### config.mk
export PLATFORM = sky130hd
export DESIGN_NAME = word_substring_matcher
export DESIGN_NICKNAME = d
export VERILOG_FILES = /design/src/design/wsm_pkg.sv /design/src/design/wsm_cfg.sv /design/src/design/wsm_scan.sv /design/src/design/wsm_out_fifo.sv /design/src/design/word_substring_matcher.sv
export VERILOG_INCLUDE_DIRS = /design/src /design/src/design
export SDC_FILE = /design/constraint.sdc
export NUM_CORES = 2
export LEC_CHECK = 0
export ABC_AREA = 1
export BUFFER_PORTS_ARGS = -buffer_cell sky130_fd_sc_hd__buf_2
export CORE_MARGIN = 4
export CORE_UTILIZATION = 35
export DETAILED_ROUTE_END_ITERATION = 16
export GPL_ROUTABILITY_DRIVEN = 0
export PLACE_DENSITY = 0.64
export REMOVE_ABC_BUFFERS = 1
export SYNTH_ARGS = -nofsm -noshare
export SYNTH_HDL_FRONTEND = slang
export SYNTH_SLANG_ARGS = --single-unit
### constraint.sdc
create_clock -name clk_i -period 6.7 [get_ports clk_i]
set_clock_uncertainty 0.2 [all_clocks]
set_input_delay 1.675 -clock clk_i [delete_from_list [all_inputs] [get_ports clk_i]]
set_output_delay 1.675 -clock clk_i [all_outputs]
set_load 0.02 [all_outputs]
### src/design/word_substring_matcher_assert.svh
`ifndef WORD_SUBSTRING_MATCHER_ASSERT_SVH
`define WORD_SUBSTRING_MATCHER_ASSERT_SVH

// assertion helpers, clocked on clk_i and held off while rst_ni is low
`ifndef NO_ASSERTIONS
`define WSM_ASSERT_CLK(lbl, clk, rstn, prop, msg) \
  lbl: assert property (@(posedge clk) disable iff (!rstn) prop) else $error(msg);
`define WSM_ASSERT(lbl, prop, msg) \
  `WSM_ASSERT_CLK(lbl, clk_i, rst_ni, prop, msg)
`else
`define WSM_ASSERT_CLK(lbl, clk, rstn, prop, msg)
`define WSM_ASSERT(lbl, prop, msg)
`endif

`endif

### src/design/wsm_pkg.sv
package wsm_pkg;

  localparam int unsigned MaxPatternDefault = 25;
  localparam int unsigned PatBytes          = 25;
  localparam int unsigned CfgIdxW           = 3;
  localparam int unsigned CfgDataW          = 64;
  localparam int unsigned OutDepth          = 4;

  typedef enum logic [CfgIdxW-1:0] {
    RegPatLen  = 3'd0,
    RegChars0  = 3'd1,
    RegChars1  = 3'd2,
    RegChars2  = 3'd3,
    RegChars3  = 3'd4
  } wsm_reg_e;

  typedef struct packed {
    logic [7:0] text_char;
    logic       end_of_text;
  } wsm_in_t;

  typedef struct packed {
    logic        report_kind;
    logic [31:0] word_number;
    logic [31:0] matches_total;
    logic        final_flag;
  } wsm_out_t;

  typedef struct packed {
    logic [1:0] num;
    wsm_out_t   first;
    wsm_out_t   second;
  } wsm_push_t;

  function automatic logic is_alnum(input logic [7:0] c);
    return ((c >= 8'h30) && (c <= 8'h39)) ||
           ((c >= 8'h41) && (c <= 8'h5a)) ||
           ((c >= 8'h61) && (c <= 8'h7a));
  endfunction

  function automatic logic [7:0] to_lower(input logic [7:0] c);
    logic [7:0] r;
    r = c;
    if ((c >= 8'h41) && (c <= 8'h5a)) begin
      r = c + 8'd32;
    end
    return r;
  endfunction

  function automatic logic [31:0] sat_inc(input logic [31:0] v);
    return (&v) ? v : v + 32'd1;
  endfunction

endpackage

### src/design/wsm_cfg.sv
module wsm_cfg #(
  parameter int unsigned MaxPattern = wsm_pkg::MaxPatternDefault,
  parameter int unsigned CntW       = $clog2(MaxPattern + 1)
) (
  input  logic                         clk_i,
  input  logic                         rst_ni,
  input  logic                         cfg_valid_i,
  output logic                         cfg_ready_o,
  input  logic [wsm_pkg::CfgIdxW-1:0]  cfg_index_i,
  input  logic [wsm_pkg::CfgDataW-1:0] cfg_data_i,
  output logic [CntW-1:0]              pat_len_o,
  output logic [MaxPattern-1:0][7:0]   pat_win_o
);

  logic [4:0]  len_raw_q;
  logic [63:0] chars0_q, chars1_q, chars2_q;
  logic [7:0]  chars3_q;

  logic [wsm_pkg::PatBytes-1:0][7:0] bytes;
  logic [6:0]                        len_ext;
  logic [CntW-1:0]                   len_d, len_q;
  logic [MaxPattern-1:0][7:0]        win_d, win_q;

  assign cfg_ready_o = 1'b1;

  always_ff @(posedge clk_i or negedge rst_ni) begin
    if (!rst_ni) begin
      len_raw_q <= '0;
      chars0_q  <= '0;
      chars1_q  <= '0;
      chars2_q  <= '0;
      chars3_q  <= '0;
    end else if (cfg_valid_i) begin
      unique case (cfg_index_i)
        wsm_pkg::RegPatLen: len_raw_q <= cfg_data_i[4:0];
        wsm_pkg::RegChars0: chars0_q  <= cfg_data_i;
        wsm_pkg::RegChars1: chars1_q  <= cfg_data_i;
        wsm_pkg::RegChars2: chars2_q  <= cfg_data_i;
        wsm_pkg::RegChars3: chars3_q  <= cfg_data_i[7:0];
        default: ;
      endcase
    end
  end

  assign bytes = {chars3_q, chars2_q, chars1_q, chars0_q};

  // clip length, then lay the pattern out backwards so entry j lines up with window entry j
  always_comb begin
    logic [6:0] idx;
    len_ext = {2'b00, len_raw_q};
    if (len_ext > 7'(MaxPattern)) begin
      len_d = CntW'(MaxPattern);
    end else begin
      len_d = CntW'(len_ext);
    end
    for (int j = 0; j < MaxPattern; j++) begin
      idx      = 7'({{(7-CntW){1'b0}}, len_d} - 7'd1 - 7'(j));
      win_d[j] = 8'h00;
      if ((CntW'(j) < len_d) && (idx < 7'(wsm_pkg::PatBytes))) begin
        win_d[j] = wsm_pkg::to_lower(bytes[idx[4:0]]);
      end
    end
  end

  always_ff @(posedge clk_i or negedge rst_ni) begin
    if (!rst_ni) begin
      len_q <= '0;
      win_q <= '0;
    end else begin
      len_q <= len_d;
      win_q <= win_d;
    end
  end

  assign pat_len_o = len_q;
  assign pat_win_o = win_q;

endmodule

### src/design/wsm_scan.sv
`include "word_substring_matcher_assert.svh"

module wsm_scan #(
  parameter int unsigned MaxPattern = wsm_pkg::MaxPatternDefault,
  parameter int unsigned CntW       = $clog2(MaxPattern + 1)
) (
  input  logic                       clk_i,
  input  logic                       rst_ni,
  input  logic                       in_valid_i,
  input  wsm_pkg::wsm_in_t           in_item_i,
  output logic                       in_stall_o,
  input  logic [CntW-1:0]            pat_len_i,
  input  logic [MaxPattern-1:0][7:0] pat_win_i,
  input  logic                       room2_i,
  output wsm_pkg::wsm_push_t         push_o
);

  logic             stg_valid_d, stg_valid_q;
  wsm_pkg::wsm_in_t stg_item_q;
  logic             accept, advance;

  logic [MaxPattern-1:0][7:0] win_d, win_q, win_n;
  logic [CntW-1:0]            cnt_d, cnt_q, cnt_base, cnt_n;
  logic                       inside_d, inside_q, hit_d, hit_q, hit_n, inside_n;
  logic [31:0]                word_ctr_d, word_ctr_q, word_ctr_n;
  logic [31:0]                hit_ctr_d, hit_ctr_q, hit_ctr_n;
  logic                       alnum, start, match, ends, report, eot;

  assign in_stall_o  = stg_valid_q && !room2_i;
  assign accept      = in_valid_i && !in_stall_o;
  assign advance     = stg_valid_q && room2_i;
  assign stg_valid_d = accept || (stg_valid_q && !advance);

  always_ff @(posedge clk_i or negedge rst_ni) begin
    if (!rst_ni) begin
      stg_valid_q <= 1'b0;
    end else begin
      stg_valid_q <= stg_valid_d;
    end
  end

  always_ff @(posedge clk_i) begin
    if (accept) begin
      stg_item_q <= in_item_i;
    end
  end

  assign eot   = stg_item_q.end_of_text;
  assign alnum = wsm_pkg::is_alnum(stg_item_q.text_char);
  assign start = alnum && !inside_q;

  always_comb begin
    win_n[0] = alnum ? wsm_pkg::to_lower(stg_item_q.text_char) : win_q[0];
    for (int j = 1; j < MaxPattern; j++) begin
      win_n[j] = alnum ? win_q[j-1] : win_q[j];
    end
  end

  assign cnt_base = start ? '0 : cnt_q;

  always_comb begin
    cnt_n = cnt_q;
    if (alnum) begin
      cnt_n = (cnt_base == CntW'(MaxPattern)) ? cnt_base : cnt_base + CntW'(1);
    end
  end

  // tail of the window against the pattern, empty pattern always hits
  always_comb begin
    match = (cnt_n >= pat_len_i);
    for (int j = 0; j < MaxPattern; j++) begin
      if ((CntW'(j) < pat_len_i) && (win_n[j] != pat_win_i[j])) begin
        match = 1'b0;
      end
    end
  end

  assign word_ctr_n = start ? wsm_pkg::sat_inc(word_ctr_q) : word_ctr_q;
  assign hit_n      = (start ? 1'b0 : hit_q) || (alnum && match);
  assign inside_n   = inside_q || alnum;
  assign ends       = inside_n && (!alnum || eot);
  assign report     = ends && hit_n;
  assign hit_ctr_n  = report ? wsm_pkg::sat_inc(hit_ctr_q) : hit_ctr_q;

  always_comb begin
    win_d      = win_q;
    cnt_d      = cnt_q;
    inside_d   = inside_q;
    hit_d      = hit_q;
    word_ctr_d = word_ctr_q;
    hit_ctr_d  = hit_ctr_q;
    if (advance) begin
      if (eot) begin
        win_d      = '0;
        cnt_d      = '0;
        inside_d   = 1'b0;
        hit_d      = 1'b0;
        word_ctr_d = '0;
        hit_ctr_d  = '0;
      end else begin
        win_d      = win_n;
        word_ctr_d = word_ctr_n;
        hit_ctr_d  = hit_ctr_n;
        if (ends) begin
          cnt_d    = '0;
          inside_d = 1'b0;
          hit_d    = 1'b0;
        end else begin
          cnt_d    = cnt_n;
          inside_d = inside_n;
          hit_d    = hit_n;
        end
      end
    end
  end

  always_ff @(posedge clk_i or negedge rst_ni) begin
    if (!rst_ni) begin
      win_q      <= '0;
      cnt_q      <= '0;
      inside_q   <= 1'b0;
      hit_q      <= 1'b0;
      word_ctr_q <= '0;
      hit_ctr_q  <= '0;
    end else begin
      win_q      <= win_d;
      cnt_q      <= cnt_d;
      inside_q   <= inside_d;
      hit_q      <= hit_d;
      word_ctr_q <= word_ctr_d;
      hit_ctr_q  <= hit_ctr_d;
    end
  end

  // word report goes first, summary after it
  always_comb begin
    wsm_pkg::wsm_out_t word_res, sum_res;
    word_res.report_kind   = 1'b0;
    word_res.word_number   = word_ctr_n;
    word_res.matches_total = hit_ctr_n;
    word_res.final_flag    = 1'b0;
    sum_res.report_kind    = 1'b1;
    sum_res.word_number    = '0;
    sum_res.matches_total  = hit_ctr_n;
    sum_res.final_flag     = 1'b1;
    push_o.num    = '0;
    push_o.first  = report ? word_res : sum_res;
    push_o.second = sum_res;
    if (advance) begin
      push_o.num = 2'({1'b0, report} + {1'b0, eot});
    end
  end

  `WSM_ASSERT(a_stage_hold, stg_valid_q && !advance |=> stg_valid_q && $stable(stg_item_q), "stalled item lost")
  `WSM_ASSERT(a_eot_clear, advance && eot |=> !inside_q && (word_ctr_q == '0) && (hit_ctr_q == '0), "text state not cleared after summary")
  `WSM_ASSERT(a_hits_le_words, hit_ctr_q <= word_ctr_q, "more matching words than words")

endmodule

### src/design/wsm_out_fifo.sv
`include "word_substring_matcher_assert.svh"

module wsm_out_fifo (
  input  logic               clk_i,
  input  logic               rst_ni,
  input  wsm_pkg::wsm_push_t push_i,
  output logic               room2_o,
  output logic               out_valid_o,
  output wsm_pkg::wsm_out_t  out_item_o,
  input  logic               out_stall_i
);

  localparam int unsigned PtrW = $clog2(wsm_pkg::OutDepth);
  localparam int unsigned CntW = $clog2(wsm_pkg::OutDepth + 1);

  wsm_pkg::wsm_out_t mem_q [wsm_pkg::OutDepth];
  logic [PtrW-1:0]   wr_ptr_d, wr_ptr_q, rd_ptr_d, rd_ptr_q, wr_ptr_nx;
  logic [CntW-1:0]   cnt_d, cnt_q;
  logic              pop;
  logic              pop_only;
  logic              held;

  assign out_valid_o = (cnt_q != '0);
  assign out_item_o  = mem_q[rd_ptr_q];
  assign room2_o     = (cnt_q <= CntW'(wsm_pkg::OutDepth - 2));
  assign pop         = out_valid_o && !out_stall_i;
  assign wr_ptr_nx   = wr_ptr_q + PtrW'(1);
  assign pop_only    = pop && (push_i.num == 2'd0);
  assign held        = out_valid_o && out_stall_i;

  assign wr_ptr_d = wr_ptr_q + PtrW'(push_i.num);
  assign rd_ptr_d = pop ? rd_ptr_q + PtrW'(1) : rd_ptr_q;
  assign cnt_d    = cnt_q + CntW'(push_i.num) - CntW'(pop);

  always_ff @(posedge clk_i or negedge rst_ni) begin
    if (!rst_ni) begin
      wr_ptr_q <= '0;
      rd_ptr_q <= '0;
      cnt_q    <= '0;
    end else begin
      wr_ptr_q <= wr_ptr_d;
      rd_ptr_q <= rd_ptr_d;
      cnt_q    <= cnt_d;
    end
  end

  always_ff @(posedge clk_i) begin
    if (push_i.num != 2'd0) begin
      mem_q[wr_ptr_q] <= push_i.first;
    end
    if (push_i.num == 2'd2) begin
      mem_q[wr_ptr_nx] <= push_i.second;
    end
  end

  `WSM_ASSERT(a_fill_bound, cnt_q <= CntW'(wsm_pkg::OutDepth), "output queue overfilled")
  `WSM_ASSERT(a_pop_only, pop_only |=> cnt_q == $past(cnt_q) - CntW'(1), "count off after pop")
  `WSM_ASSERT(a_out_hold, held |=> out_valid_o && $stable(out_item_o), "stalled item changed")

endmodule

### src/design/word_substring_matcher.sv
// channel  | dir | handshake                | payload
// cfg      | in  | cfg_valid_i/cfg_ready_o  | cfg_index_i, cfg_data_i
// in       | in  | in_valid_i/in_stall_o    | in_item_i (wsm_in_t)
// out      | out | out_valid_o/out_stall_i  | out_item_o (wsm_out_t)
//
// one item per cycle unless stalled, compared combinationally after the input register
// results pass the input register and output queue; a summary queues behind a word report
// four-entry output queue soaks up stalls; staged item and under two free raise in_stall_o
// asynchronous active-low reset clears control registers, counters and the text window
// a register write reaches the compare through the config and pattern registers
module word_substring_matcher #(
  parameter int unsigned MaxPattern = wsm_pkg::MaxPatternDefault
) (
  input  logic                         clk_i,
  input  logic                         rst_ni,
  input  logic                         cfg_valid_i,
  output logic                         cfg_ready_o,
  input  logic [wsm_pkg::CfgIdxW-1:0]  cfg_index_i,
  input  logic [wsm_pkg::CfgDataW-1:0] cfg_data_i,
  input  logic                         in_valid_i,
  input  wsm_pkg::wsm_in_t             in_item_i,
  output logic                         in_stall_o,
  output logic                         out_valid_o,
  output wsm_pkg::wsm_out_t            out_item_o,
  input  logic                         out_stall_i
);

  localparam int unsigned CntW = $clog2(MaxPattern + 1);

  logic [CntW-1:0]            pat_len;
  logic [MaxPattern-1:0][7:0] pat_win;
  logic                       room2;
  wsm_pkg::wsm_push_t         push;

  wsm_cfg #(
    .MaxPattern (MaxPattern),
    .CntW       (CntW)
  ) u_cfg (
    .clk_i       (clk_i),
    .rst_ni      (rst_ni),
    .cfg_valid_i (cfg_valid_i),
    .cfg_ready_o (cfg_ready_o),
    .cfg_index_i (cfg_index_i),
    .cfg_data_i  (cfg_data_i),
    .pat_len_o   (pat_len),
    .pat_win_o   (pat_win)
  );

  wsm_scan #(
    .MaxPattern (MaxPattern),
    .CntW       (CntW)
  ) u_scan (
    .clk_i      (clk_i),
    .rst_ni     (rst_ni),
    .in_valid_i (in_valid_i),
    .in_item_i  (in_item_i),
    .in_stall_o (in_stall_o),
    .pat_len_i  (pat_len),
    .pat_win_i  (pat_win),
    .room2_i    (room2),
    .push_o     (push)
  );

  wsm_out_fifo u_out (
    .clk_i       (clk_i),
    .rst_ni      (rst_ni),
    .push_i      (push),
    .room2_o     (room2),
    .out_valid_o (out_valid_o),
    .out_item_o  (out_item_o),
    .out_stall_i (out_stall_i)
  );

endmodule

==> flow_metrics.tcl <==
set metrics [dict create \
    status "finished with violations" \
    violations "capacitance limit, slew limit" \
    grt_max_degree 249 \
    seq_power_share_pct 22.8 \
    use_met1_pct 31.3 \
    internal_power_mw 15.4 \
    die_x_um 418 \
    syn_area_per_cell_um2 6.72 \
    drt_iter0_drc 7135 \
    period_needed_ns 6.56 \
    cts_tree "done" \
    reg2reg_to "u_cfg.pat_win_o[150]" \
    cts_buffers 103 \
    path_clk_slew_ns 0.06 \
    clockRootBuffer "clkbuf_16" \
    wl_per_cell_um 19.1 \
    combPwrFrac_pct 58.1 \
    avgViaCountPerCell 5.40 \
    cts-hold-fix-buffers 0 \
    netSwitchingPower_mw 17.3 \
    cp-start-kind "flop" \
    dp_hpwl_um 149000 \
    grt-busiest-layer "met2" \
    fin_cells 10900 \
    reg2reg_depth 20 \
    synth_ff_type "dfrtp_1" \
    final_common_cell "nand2_1" \
    hold_start "u_out.mem_q[2][62]" \
    fp-row-count 150 \
    syn_to_final_growth_pct 11.0 \
    ios 150 \
    postRouteAntennaNets 0 \
    yosysWarnings 0 \
    multiInputGateArea_um2 29600 \
    grt_pass1_vias 53100 \
    max_slew_margin_pct -14.4 \
    grt_pass1_wl_um 316000 \
    max_freq_ghz 0.152 \
    use_met3_pct 5.22 \
    htreeDepth 3 \
    drcViolationCount 0 \
    ir_drop_uv 330 \
    fin_crit_sh_pct 97.9 \
    drt-total-wl_um 209000 \
    whs_endpoint "u_out.mem_q[2][62]" \
    slew_viol_final 9 \
    mostFrequentLayoutCells "2983 x nand2_1, 1345 x o21ai_0, 868 x inv_1" \
    num-fill-cells 17400 \
    clkSinkCount 958 \
    dieArea_um2 175000 \
    antenna_found_initial 13 \
    num_vias 59100 \
    ys_seq_area_share_pct 40.8 \
    final_hold_viol_count 0 \
    crit_fanout 24 \
    finalSetupViolCount 0 \
    hold_depth 2 \
    fp.dieH_um 418 \
    p_leak_nw 30.1 \
    syn_area_um2 58800 \
    p_sw_share_pct 53.0 \
    required_ns 7.10 \
    worstSetupEndpointType "flop" \
    cap_viol_max_count 5 \
    synth_cell_type_count 60 \
    async_flop_share_pct 71.9 \
    p_clk_share_pct 19.2 \
    track_usage_pct 23.1 \
    synthTopCellsByArea "dfrtp_1 29%, nand2_1 19%, o21ai_0 11%, edfxtp_1 7.0%, inv_1 5.6%" \
    hold_class "flop to flop" \
    cp_data_arrival_time_ns 6.96 \
    synthCells 8749 \
    power.density_nw_per_um2 502 \
    ys_seq_elements 958 \
    rsz0062_at_grt "no" \
    drive_gt1_share_pct 6.00 \
    pre_cts_slack_ns 0.323 \
    placedCellCount 10700 \
    first_pass_iters 9 \
    critPathKind "flop to flop" \
    reg2reg_slack_ns 0.14 \
    io_buffers 148 \
    fin_ws_ns 0.141 \
    regArea_um2 24000 \
    worstReg2RegStart "u_cfg.len_raw_q[2]" \
    worst_slew_pin_slew_ns 1.70 \
    synth_top_cell_by_area "dfrtp_1" \
    grt_overflow 0 \
    synth_top_area_share_pct 29.3 \
    clkLatencyLatePin_ns 0.76 \
    holdWs_ns 0.247 \
    layout.nets 8784 \
    finalPower_mw 32.7 \
    use_met2_pct 34.1 \
    core_um2 167000 \
    synth_edf_count 137 \
    initial_utilization_pct 35.2 \
    cts.path.max_buffers 3 \
    final_core_util_pct 39.1 \
]
## registers in the layout (all words and copies together), names as in the netlist
signal and flops:
u_out.mem_q 260, u_cfg.pat_win_o 200, u_scan.win_q 200, u_cfg.chars0_q 64, u_cfg.chars1_q 64, u_cfg.chars2_q 64
u_scan.hit_ctr_q 32, u_scan.word_ctr_q 32, u_cfg.chars3_q 8, u_scan.stg_item_q 8, u_cfg.len_raw_q 5, u_cfg.pat_len_o 5
u_scan.cnt_q 5, u_out.cnt_q 3, u_out.rd_ptr_q 2, u_out.wr_ptr_q 2, u_scan.eot 1, u_scan.hit_q 1
u_scan.inside_q 1, u_scan.stg_valid_q 1
## worst max-delay path, stage by stage (launching register included)
cell and delay (ns):
dfrtp_1 0.47, nor2_1 0.21, nand2_1 0.22, nand2_1 0.18, nand2_4 0.15, inv_4 0.10, ha_1 0.40, inv_1 0.11
nand2_1 0.10, nand2_2 0.32, ha_1 0.40, inv_1 0.14, nand2_1 0.07, nand2_1 0.52, inv_1 0.41, o21ai_0 1.24
inv_1 0.08, o21ai_0 0.49, ha_1 0.33, o21ai_0 0.16, nor2_1 0.11
## Yosys cell counts (19+ instances only)
cell type     n
inv_1       871
nand3b_1     80
buf_1        49
ha_1         67
dfrtp_1     689
nor2_1      715
clkbuf_1    339
nand2_1    2990
nor3_1       50
dfxtp_1     132
o21ai_0    1349
edfxtp_1    137
xor2_1       43
a21oi_1     102
buf_2        83
nor4_1       19
o211ai_1     39
nand4_1     152
o22ai_1     242
mux2i_1      20
nand3_1     409
## logic make-up (layout without fill, tap and decap cells)
| logic type | after synthesis | after routing | synth area share (%) |
|---|---|---|---|
| AO/OA/AOI/OAI | 1805 | 1805 | 16.3 |
| adder cells (fa/ha/maj) | 68 | 68 | 1.46 |
| AND/OR/NAND/NOR | 4467 | 4467 | 31.1 |
| multiplexers | 20 | 20 | 0.341 |
| XOR/XNOR | 54 | 54 | 0.850 |
| buffers and inverters | 1376 | 1349 | 9.08 |
| other | 1 | 6 | 0.00638 |
| flip-flops | 958 | 958 | 40.8 |
## layer usage
metal | vias up | share of wire, %
li1 | 28200 | -
met1 | 27500 | 42
met2 | 2828 | 41
met3 | 602 | 10
met4 | 6 | 6.5
met5 | - | 0.016
## through the flow
step | TNS (ns) | instance area [um2]
2_1_floorplan | -7089.48 | 56800
3_3_place_gp | 0 | 61500
3_5_place_dp | 0 | 61500
4_1_cts | 0 | 65200
5_1_grt | 0 | 65200
6_report | 0 | 65200
## power groups by stage
stage                     Clock, mW  Combinational [mW]  Sequential, mW
after floorplan                   0                11.9            7.58
after global placement            0                17.7            7.51
after detailed placement          0                18.1            7.54
after CTS                      6.37                18.2            7.44
after global routing           6.61                20.5            7.54
final                          6.27                19.0            7.46
## cell type report
cell class	instances	share of cell area (%)
Timing Repair Buffer	267	2.77
Tap cell	2204	4.23
Clock buffer	136	4.48
Antenna cell	5	0.0192
Inverter	890	5.14
Sequential cell	958	36.8
Multi-Input combinational cell	6415	45.3
Clock inverter	56	1.24
## worst max-delay path by stage
stage | startpoint | end | slack [ns] | cells after the start
finish | u_cfg.len_raw_q[2] | u_cfg.pat_win_o[150] | 0.14 | 20
global route | u_scan.stg_item_q[6] | u_out.mem_q[2][28] | 0.02 | 40
CTS | u_scan.stg_item_q[6] | u_out.mem_q[0][51] | 0.27 | 40
detailed placement | u_scan.stg_item_q[6] | u_out.mem_q[0][51] | 0.32 | 40
global placement | u_scan.stg_item_q[6] | u_out.mem_q[0][38] | 0.45 | 35
floorplan | u_out.cnt_q[2] | u_scan.cnt_q[0] | -11.50 | 9
## timing repair
item	in CTS	in global routing
setup buffers	0	0
endpoints found under the setup margin	0	200
resized for setup	0	3
Power figures use the tool's default switching activity.
